$ cat src/sv/stq_pkg.sv
`timescale 1ns / 1ps
`default_nettype none
// ----------------------------------------------------------------------------
// Sleep timer queue package
// Shared constants, command and result codes, controller states and the
// command and status words between controller and datapath.
// ----------------------------------------------------------------------------
package stq_pkg;

  localparam int TABLE_DEPTH_DEF = 16;
  localparam int ID_BITS_DEF     = 8;

  localparam int          TIME_W     = 32;
  localparam logic [31:0] RESET_TIME = 32'd17;

  // at most this many wake notices per tick
  localparam int MAX_WAKES  = 16;
  localparam int WAKE_CNT_W = $clog2(MAX_WAKES + 1);

  localparam logic [1:0] CMD_TICK  = 2'd0;
  localparam logic [1:0] CMD_QUERY = 2'd1;
  localparam logic [1:0] CMD_SLEEP = 2'd2;

  localparam logic [1:0] KIND_WAKE   = 2'd0;
  localparam logic [1:0] KIND_TIME   = 2'd1;
  localparam logic [1:0] KIND_REJECT = 2'd2;

  typedef enum logic [2:0] {
    ST_IDLE,
    ST_TICK,
    ST_WAKE,
    ST_REPLY,
    ST_SUM,
    ST_INSERT
  } state_t;

  typedef struct packed {
    logic capture;
    logic inc_time;
    logic sum_time;
    logic insert;
    logic pop;
    logic emit_reply;
    logic emit_reject;
  } dp_cmd_t;

  typedef struct packed {
    logic table_full;
    logic head_due;
    logic next_due;
  } dp_status_t;

endpackage
`default_nettype wire

$ cat src/sv/stq_ctrl.sv
`timescale 1ns / 1ps
`default_nettype none
// ----------------------------------------------------------------------------
// Sleep timer queue controller
// Sequences tick, time query and sleep request words through the datapath.
// ----------------------------------------------------------------------------
module stq_ctrl (
  input  wire logic                clk,
  input  wire logic                rst_n,
  input  wire logic                start,
  input  wire logic [1:0]          in_cmd,
  input  wire stq_pkg::dp_status_t status,
  output stq_pkg::dp_cmd_t         cmd,
  output logic                     busy
);
  import stq_pkg::*;

  state_t state_r, state_nxt;

  always_ff @(posedge clk) begin
    if (!rst_n) begin
      state_r <= ST_IDLE;
    end else begin
      state_r <= state_nxt;
    end
  end

  always_comb begin
    state_nxt = state_r;
    cmd       = '0;
    unique case (state_r)
      ST_IDLE: begin
        if (start) begin
          cmd.capture = 1'b1;
          unique case (in_cmd)
            CMD_TICK:  state_nxt = ST_TICK;
            CMD_QUERY: state_nxt = ST_REPLY;
            CMD_SLEEP: state_nxt = ST_SUM;
            default:   state_nxt = ST_IDLE;
          endcase
        end
      end
      ST_TICK: begin
        cmd.inc_time = 1'b1;
        state_nxt    = ST_WAKE;
      end
      ST_WAKE: begin
        if (status.head_due) begin
          cmd.pop = 1'b1;
          if (!status.next_due) begin
            state_nxt = ST_IDLE;
          end
        end else begin
          state_nxt = ST_IDLE;
        end
      end
      ST_REPLY: begin
        cmd.emit_reply = 1'b1;
        state_nxt      = ST_IDLE;
      end
      ST_SUM: begin
        cmd.sum_time = 1'b1;
        state_nxt    = ST_INSERT;
      end
      ST_INSERT: begin
        if (status.table_full) begin
          cmd.emit_reject = 1'b1;
        end else begin
          cmd.insert = 1'b1;
        end
        state_nxt = ST_IDLE;
      end
      default: state_nxt = ST_IDLE;
    endcase
  end

  assign busy = (state_r != ST_IDLE);

  a_cmd_onehot: assert property (@(posedge clk) disable iff (!rst_n)
    $onehot0({cmd.inc_time, cmd.sum_time, cmd.insert, cmd.pop,
              cmd.emit_reply, cmd.emit_reject}))
    else $error("more than one datapath command at once");

  a_wake_after_tick: assert property (@(posedge clk) disable iff (!rst_n)
    cmd.inc_time |=> state_r == ST_WAKE)
    else $error("time advance not followed by wake scan");

  a_insert_after_sum: assert property (@(posedge clk) disable iff (!rst_n)
    (cmd.insert || cmd.emit_reject) |-> $past(cmd.sum_time))
    else $error("insert without a fresh wake time");

endmodule
`default_nettype wire

$ cat src/sv/stq_dp.sv
`timescale 1ns / 1ps
`default_nettype none
// ----------------------------------------------------------------------------
// Sleep timer queue datapath
// Time counter, sorted sleeper table with shift insert and head removal,
// wake count and the registered result word.
// ----------------------------------------------------------------------------
module stq_dp #(
  parameter int TABLE_DEPTH = stq_pkg::TABLE_DEPTH_DEF,
  parameter int ID_BITS     = stq_pkg::ID_BITS_DEF
) (
  input  wire logic                       clk,
  input  wire logic                       rst_n,
  input  wire stq_pkg::dp_cmd_t           cmd,
  input  wire logic [ID_BITS-1:0]         in_requester_id,
  input  wire logic [stq_pkg::TIME_W-1:0] in_duration,
  output stq_pkg::dp_status_t             status,
  output logic                            out_valid,
  output logic [1:0]                      out_kind,
  output logic [ID_BITS-1:0]              out_target_id,
  output logic [stq_pkg::TIME_W-1:0]      out_time_value,
  output logic                            out_last
);
  import stq_pkg::*;

  localparam int CNT_W = $clog2(TABLE_DEPTH + 1);

  logic [TIME_W-1:0]     now_r;
  logic [TIME_W-1:0]     t_r;
  logic [TIME_W-1:0]     dur_r;
  logic [ID_BITS-1:0]    rid_r;
  logic [CNT_W-1:0]      count_r;
  logic [WAKE_CNT_W-1:0] woken_r;

  logic [TIME_W-1:0]  wake_r    [TABLE_DEPTH];
  logic [ID_BITS-1:0] sid_r     [TABLE_DEPTH];
  logic [TIME_W-1:0]  wake_nxt  [TABLE_DEPTH];
  logic [ID_BITS-1:0] sid_nxt   [TABLE_DEPTH];
  logic [TABLE_DEPTH-1:0] after;

  logic              out_valid_r;
  logic [1:0]        out_kind_r;
  logic [ID_BITS-1:0] out_id_r;
  logic [TIME_W-1:0] out_tv_r;
  logic              out_last_r;

  // full flag and due checks on the two leading entries
  always_comb begin
    status.table_full = (count_r == CNT_W'(TABLE_DEPTH));
    status.head_due   = (count_r != '0) && (wake_r[0] <= now_r)
                        && (woken_r < WAKE_CNT_W'(MAX_WAKES));
    status.next_due   = (count_r > CNT_W'(1)) && (wake_r[1] <= now_r)
                        && ((woken_r + WAKE_CNT_W'(1)) < WAKE_CNT_W'(MAX_WAKES));
  end

  // entry i stays in place when the new word goes after it; a pop shifts entries toward the head
  always_comb begin
    for (int i = 0; i < TABLE_DEPTH; i++) begin
      if (i == 0) begin
        after[i] = (count_r != '0) && (t_r >= wake_r[0]);
      end else begin
        after[i] = (CNT_W'(i) < count_r) && (t_r > wake_r[i]);
      end
    end
    for (int i = 0; i < TABLE_DEPTH; i++) begin
      if (cmd.insert) begin
        if (after[i]) begin
          wake_nxt[i] = wake_r[i];
          sid_nxt[i]  = sid_r[i];
        end else if (i == 0) begin
          wake_nxt[i] = t_r;
          sid_nxt[i]  = rid_r;
        end else if (after[i-1]) begin
          wake_nxt[i] = t_r;
          sid_nxt[i]  = rid_r;
        end else begin
          wake_nxt[i] = wake_r[i-1];
          sid_nxt[i]  = sid_r[i-1];
        end
      end else if (cmd.pop && (i < TABLE_DEPTH - 1)) begin
        wake_nxt[i] = wake_r[i+1];
        sid_nxt[i]  = sid_r[i+1];
      end else begin
        wake_nxt[i] = wake_r[i];
        sid_nxt[i]  = sid_r[i];
      end
    end
  end

  always_ff @(posedge clk) begin
    for (int i = 0; i < TABLE_DEPTH; i++) begin
      wake_r[i] <= wake_nxt[i];
      sid_r[i]  <= sid_nxt[i];
    end
  end

  always_ff @(posedge clk) begin
    if (!rst_n) begin
      now_r       <= RESET_TIME;
      count_r     <= '0;
      woken_r     <= '0;
      out_valid_r <= 1'b0;
    end else begin
      if (cmd.inc_time) begin
        now_r   <= now_r + TIME_W'(1);
        woken_r <= '0;
      end
      if (cmd.pop) begin
        woken_r <= woken_r + WAKE_CNT_W'(1);
        count_r <= count_r - CNT_W'(1);
      end else if (cmd.insert) begin
        count_r <= count_r + CNT_W'(1);
      end
      out_valid_r <= cmd.pop || cmd.emit_reply || cmd.emit_reject;
    end
  end

  always_ff @(posedge clk) begin
    if (cmd.capture) begin
      rid_r <= in_requester_id;
      dur_r <= in_duration;
    end
    if (cmd.sum_time) begin
      t_r <= now_r + dur_r;
    end
    if (cmd.pop) begin
      out_kind_r <= KIND_WAKE;
      out_id_r   <= sid_r[0];
      out_tv_r   <= wake_r[0];
      out_last_r <= !status.next_due;
    end else if (cmd.emit_reply) begin
      out_kind_r <= KIND_TIME;
      out_id_r   <= rid_r;
      out_tv_r   <= now_r;
      out_last_r <= 1'b1;
    end else if (cmd.emit_reject) begin
      out_kind_r <= KIND_REJECT;
      out_id_r   <= rid_r;
      out_tv_r   <= t_r;
      out_last_r <= 1'b1;
    end
  end

  assign out_valid      = out_valid_r;
  assign out_kind       = out_kind_r;
  assign out_target_id  = out_id_r;
  assign out_time_value = out_tv_r;
  assign out_last       = out_last_r;

  a_count_bound: assert property (@(posedge clk) disable iff (!rst_n)
    count_r <= CNT_W'(TABLE_DEPTH))
    else $error("entry count beyond table depth");

  a_pop_nonempty: assert property (@(posedge clk) disable iff (!rst_n)
    cmd.pop |-> (count_r != '0))
    else $error("head removed from an empty table");

  a_insert_room: assert property (@(posedge clk) disable iff (!rst_n)
    cmd.insert |=> count_r == $past(count_r) + CNT_W'(1))
    else $error("insert did not grow the table by one");

  a_head_sorted: assert property (@(posedge clk) disable iff (!rst_n)
    (count_r > CNT_W'(1)) |-> (wake_r[0] <= wake_r[1]))
    else $error("leading entries out of order");

endmodule
`default_nettype wire

$ cat src/sv/sleep_timer_queue.sv
`timescale 1ns / 1ps
`default_nettype none
// ----------------------------------------------------------------------------
// Sleep timer queue
// Time service with a sleeper table kept sorted by wake time.
// ----------------------------------------------------------------------------
// A time reply is registered out of the reply state that follows the word
//   being taken; a tick first advances the time, then the wake state
//   removes due heads and registers one notice per cycle. A sleep request
//   passes through the sum and insert states. The controller takes no new
//   word until idle again; it walks the table head one entry per cycle.
// Reset: time returns to 17 and the table empties; table contents are not
//   cleared, only the entry count. Results cannot be held off by the receiver.
// ----------------------------------------------------------------------------
module sleep_timer_queue #(
  parameter int TABLE_DEPTH = stq_pkg::TABLE_DEPTH_DEF,
  parameter int ID_BITS     = stq_pkg::ID_BITS_DEF
) (
  input  wire logic                       clk,
  input  wire logic                       rst_n,
  input  wire logic                       start,
  output logic                            busy,
  input  wire logic [1:0]                 in_cmd,
  input  wire logic [ID_BITS-1:0]         in_requester_id,
  input  wire logic [stq_pkg::TIME_W-1:0] in_duration,
  output logic                            out_valid,
  output logic [1:0]                      out_kind,
  output logic [ID_BITS-1:0]              out_target_id,
  output logic [stq_pkg::TIME_W-1:0]      out_time_value,
  output logic                            out_last
);
  import stq_pkg::*;

  dp_cmd_t    dp_cmd;
  dp_status_t dp_status;

  // controller: decode the incoming word and step through its phases
  stq_ctrl u_ctrl (
    .clk    (clk),
    .rst_n  (rst_n),
    .start  (start),
    .in_cmd (in_cmd),
    .status (dp_status),
    .cmd    (dp_cmd),
    .busy   (busy)
  );

  // datapath: hold the time, the sorted table and the outgoing result word
  stq_dp #(
    .TABLE_DEPTH (TABLE_DEPTH),
    .ID_BITS     (ID_BITS)
  ) u_dp (
    .clk             (clk),
    .rst_n           (rst_n),
    .cmd             (dp_cmd),
    .in_requester_id (in_requester_id),
    .in_duration     (in_duration),
    .status          (dp_status),
    .out_valid       (out_valid),
    .out_kind        (out_kind),
    .out_target_id   (out_target_id),
    .out_time_value  (out_time_value),
    .out_last        (out_last)
  );

  // a strobe always carries a legal result code
  a_kind_legal: assert property (@(posedge clk) disable iff (!rst_n)
    out_valid |-> (out_kind == KIND_WAKE || out_kind == KIND_TIME ||
                   out_kind == KIND_REJECT))
    else $error("result strobe with an unused code");

  // replies and rejects are always the only result of their word
  a_single_last: assert property (@(posedge clk) disable iff (!rst_n)
    (out_valid && out_kind != KIND_WAKE) |-> out_last)
    else $error("reply or reject not marked last");

  // no word may be taken while a wake burst is still running
  a_burst_busy: assert property (@(posedge clk) disable iff (!rst_n)
    (out_valid && !out_last) |-> busy)
    else $error("idle in the middle of a wake burst");

endmodule
`default_nettype wire

$ cat config.mk
export PLATFORM = sky130hd
export DESIGN_NAME = sleep_timer_queue
export DESIGN_NICKNAME = d
export VERILOG_FILES = /design/src/sv/stq_pkg.sv /design/src/sv/stq_ctrl.sv /design/src/sv/stq_dp.sv /design/src/sv/sleep_timer_queue.sv
export SDC_FILE = /design/constraint.sdc
export NUM_CORES = 2
export LEC_CHECK = 0
export BUFFER_PORTS_ARGS = -buffer_cell sky130_fd_sc_hd__buf_4
export CAP_MARGIN = 15
export CORE_MARGIN = 2
export CORE_UTILIZATION = 45
export CTS_BUF_LIST = sky130_fd_sc_hd__clkbuf_4
export CTS_CLUSTER_SIZE = 28
export DETAILED_ROUTE_END_ITERATION = 6
export PLACE_DENSITY_LB_ADDON = 0.25
export RECOVER_POWER = 50
export REMOVE_ABC_BUFFERS = 1
export SYNTH_ARGS = -nofsm -noshare
export SYNTH_HDL_FRONTEND = slang
export SYNTH_HIERARCHICAL = 1
export SYNTH_SLANG_ARGS = --single-unit
$ cat constraint.sdc
create_clock -name clk -period 7.8 [get_ports clk]
set_input_delay 0 -clock clk [delete_from_list [all_inputs] [get_ports clk]]
set_output_delay 0 -clock clk [all_outputs]
set_load 0.02 [all_outputs]
==> impl_summary.txt <==
----------------------------------------------------
[Critical path]
  Beginning of the worst register-to-register path ... u_dp/now_r[23]
  Endpoint of the most critical register-to-register path ... u_dp/sid_r[1][54]
  Data arrival time of the critical path ... between 7 and 8 ns
  Worst reg-to-reg setup slack ... ~1.5 ns
  Critical setup path kind ... register to register
  Critical path peak fanout ... 22
  Chain of cells forming the critical path ... inv_1, ha_1, nand2_1, nor3_1, nand2_1, nor4_1, a21o_1, nor4bb_1, nor2_4, clkbuf_1, a31oi_4, buf_4
  Crit path max-delay cell type ... nor4_1
  Kind of start point of the critical path ... register
  Data required time of the critical path ... around 8.6 ns
  Cell mode on critical path ... nand2_1
  CP max stage delay ... about 1.1 ns
  Capturing element type of the critical path ... register
  Number of cells on the worst reg-to-reg path ... 12

[Synthesis]
  Primary FF master, synth ... edfxtp_1
  Parity-gate share of the synthesized area counting xor and xnor cells ... less than 1%
  Proportion of synthesized chip area in sequential cells ... between 40% and 50%
  Compound-Gate Fraction of Synth Area ... between 15 and 20%
  Post-synthesis instance area ... roughly 56000 um2
  Count of distinct cell types in the synthesized netlist ... 82
  Average footprint of a synthesized cell ... around 9.7 um2
  Gate Count Post-Synth ... around 5800
  Post-synthesis share of cell area spent on and, or, nand and nor gates ... between 10% and 20%
  Warnings from Yosys ... 6
  Adder-cell share of the synthesized area ... approximately 14%
  Mux contribution to synthesized area ... 1.51%
  Flops & latches, synth ... between 800 and 900
  Asr flop ratio synth ... 0%
  Dominant combinational cell family by area after synthesis ... compound AO/OA/AOI/OAI gates
  Number of enable-type register cells in the synthesized netlist ... between 700 and 800

[Status]
  Status ... finished, violations left
  Violations in the final reports ... capacitance limit, slew limit

[Timing]
  Transition time at the pin with the least slew margin ... about 3.6 ns
  Final sum of negative setup slack ... 0 ns
  Number of failing setup endpoints in the final timing report ... 0
  Setup ws final ... between 1.5 and 2 ns
  Maximum clock skew at final layout ... 0.131 ns
  Maximum clock frequency ... around 0.16 GHz
  Unrepaired setup endpoints after global routing ... false
  Final-report hold violation count ... 0
  Final max-slew violation count ... 916
  Headroom to the max-slew limit ... -142%
  Hold WS ... between 0.15 and 0.2 ns
  Post-layout min period ... around 6.3 ns
  Fin crit share ... roughly four fifths

[Worst hold path]
  Startpoint of the most critical hold path ... in_requester_id[3]
  HP Class ... primary input to register
  Destination of the worst hold path ... u_dp/rid_r[3]
  Cells on Worst Hold Path ... 3

[Power]
  Internal power ... 7.00 mW
  Power density relative to cell area ... around 150 nW/um2
  Flop pwr share ... between 50 and 60%
  NetSw ... ~2.4 mW
  Proportion of power drawn by combinational gates ... approximately 7.1%
  Switching Share ... approximately 26%
  Leakage power ... ~24 nW
  Share of power burned in the clock network ... between 40% and 50%
  Worst IR drop on VDD ... roughly 0.14 mV

[Clocking]
  Maximum buffer depth of the clock tree ... 3
  Skew-Pair Late Insertion Delay ... ~1.2 ns
  Number of instances resized during post-cts repair ... 0
  H-tree depth ... 4
  Clock tree from TritonCTS ... done
  Number of buffers inserted during clock tree synthesis ... 222
  Register clock-pin slew on the reported worst setup and hold paths ... roughly 0.060 ns
  Clock root buffer ... clkbuf_4
  Number of clock sinks ... 801

[Global route]
  Pin count of the biggest net entering global routing ... about 200
  First-pass GRT wire length ... 265 mm
  Remaining global-route overflow ... 0
  Total GRT Usage ... about a quarter
  Vias in the first global route ... approximately 46000
  Number of antenna violations at the first check in global routing ... 1

[Detailed routing]
  Pre-Repair DR Iteration Count ... 7
  Vias/cell ... 6.17
  DR WL/cell ... 22.2 um
  DRC errors left ... 0
  Residual antenna-violating net count after detailed routing ... 0
  Detailed Route WL ... approximately 170 mm
  Vias ... ~48000
  Number of violations reported at the end of detailed-routing iteration 0 ... just over 5000

[Cells and area]
  Area growth from synthesis to final layout ... 11.1%
  Share of cells above drive strength 1 ... about a tenth
  Number of nets in the layout ... roughly 6600
  Fin area ... a little over 60000 um2

[Run]
  Maxcap violations ... 17

[Floorplanning]
  Area of the core ... between 100000 and 150000 um2
  Die extent in y ... 356 um
  Area of the die ... roughly 130000 um2
  Die boundary width ... around 360 um
  Initial core utilization ... approximately 45%
  Boundary Pins ... 90
  Number of placement rows ... 129

[Place]
  Placer's final routability congestion estimate ... about 0.95
  Port buffer count ... ~90
  HPWL Detailed ... about 130 mm
  Worst setup timing slack at the placement stage ... between 2 and 3 ns
  Placed standard-cell area ... about 58000 um2

----------------------------------------------------
## area by class of cell
class,count,area (um2)
sequential,801,23600
inverter,618,2320
fill,11413,61300
tap,1637,2050
multi-input combinational,3949,28500
timing repair buffer,332,2680
clock inverter,53,307
clock buffer,336,2520
antenna,2,5.00
## cell families (layout without fill, tap and decap cells)
group,Yosys count,in the layout
AO/OA/AOI/OAI,1519,1519
adder cells (fa/ha/maj),613,613
buffers and inverters,1006,1339
AND/OR/NAND/NOR,1675,1675
multiplexers,84,84
XOR/XNOR,58,58
flip-flops,801,801
other,0,2
## sequential cells by signal, indices dropped and copies added (netlist names), 2 cells and up
register / flops
u_dp/rid_r: 8
u_dp/count_r: 5
u_dp/out_time_value: 32
u_dp/wake_r: 512
u_dp/woken_r: 5
u_dp/dur_r: 32
u_dp/sid_r: 128
u_dp/now_r: 32
u_ctrl/state_r: 3
u_dp/out_target_id: 8
u_dp/out_kind: 2
u_dp/t_r: 32
## synth_stat cells, drive strengths merged, types with 38 or more instances
master	instances	area (um2)
nand2	422	1580
a21o	132	991
and4	58	518
a31oi	53	332
nor2	236	888
clkbuf	331	1240
nand4	153	957
a21oi	337	1690
nor3	82	606
mux2i	84	841
buf	57	317
nand3	507	2540
or3	44	275
o221ai	357	3130
dfxtp	48	961
a211oi	54	601
o21ai	253	1270
inv	618	2320
and2	49	307
o22ai	42	263
xnor2	52	455
o211ai	72	541
a221o	38	380
ha	612	7660
o311a	42	420
edfxtp	753	22600
a22oi	39	293
## per-stage QoR
stage	total power, mW	utilization (%)	instances
after detailed placement	5.46	47.2	7201
final	9.40	50.3	7728
after global routing	9.76	50.3	7727
after global placement	5.44	47.1	7200
after CTS	9.49	50.5	7723
after floorplan	5.28	-	5368
## placed cells by master, fill, tap and decap left out, drive strengths merged, types with 58 or more instances in the layout
cell type	n
nand2	422
nor3	82
a21oi	337
dlygate4sd3	132
o21ai	253
edfxtp	753
o221ai	357
a21o	132
mux2i	84
inv	622
nor2	236
ha	612
nand3	507
and4	58
o211ai	72
clkbuf	440
nand4	153
buf	96
## worst max-delay path, delay by kind of cell (launching register included)
family / cells / cell delay [ns]
AOI/OAI and AO/OA: 2 / 1.20
adders and majority gates: 1 / 0.34
buffers and inverters: 3 / 1.47
DFF: 1 / 0.54
and+or+nand+nor: 6 / 2.35
## per-layer routing
layer / vias to the layer above / global-route usage, % / share of wire, %
met5: - / 0 / 0
met4: 0 / 10.8 / 3.6
met3: 305 / 3.78 / 7.4
met2: 2041 / 41.6 / 45
met1: 22922 / 37.0 / 44
li1: 22376 / - / -
## power groups by stage
stage	registers [mW]	logic [mW]	clock network, mW
6_report	4.76	0.668	3.96
5_1_grt	4.77	0.735	4.26
4_1_cts	4.76	0.665	4.06
3_5_place_dp	4.85	0.609	0
3_3_place_gp	4.85	0.591	0
2_1_floorplan	4.88	0.398	0
## worst max-delay path by stage
stage	from	to	slack, ns	cells after the start
CTS	u_dp/t_r[0]	u_dp/wake_r[1][149]	2.69	11
floorplan	u_dp/count_r[0]	u_dp/sid_r[1][56]	-50.01	12
global route	u_dp/now_r[23]	u_dp/out_target_id[2]	1.29	10
global placement	u_dp/t_r[11]	u_dp/sid_r[0][38]	2.61	10
finish	u_dp/now_r[23]	u_dp/sid_r[1][54]	1.51	12
detailed placement	u_dp/now_r[23]	u_dp/sid_r[1][54]	2.71	12
## timing repair
action / in CTS / in global routing
hold buffers: 133 / 0
setup buffers: 0 / 0
endpoints found under the hold margin: 126 / 0
Power figures use the tool's default switching activity.
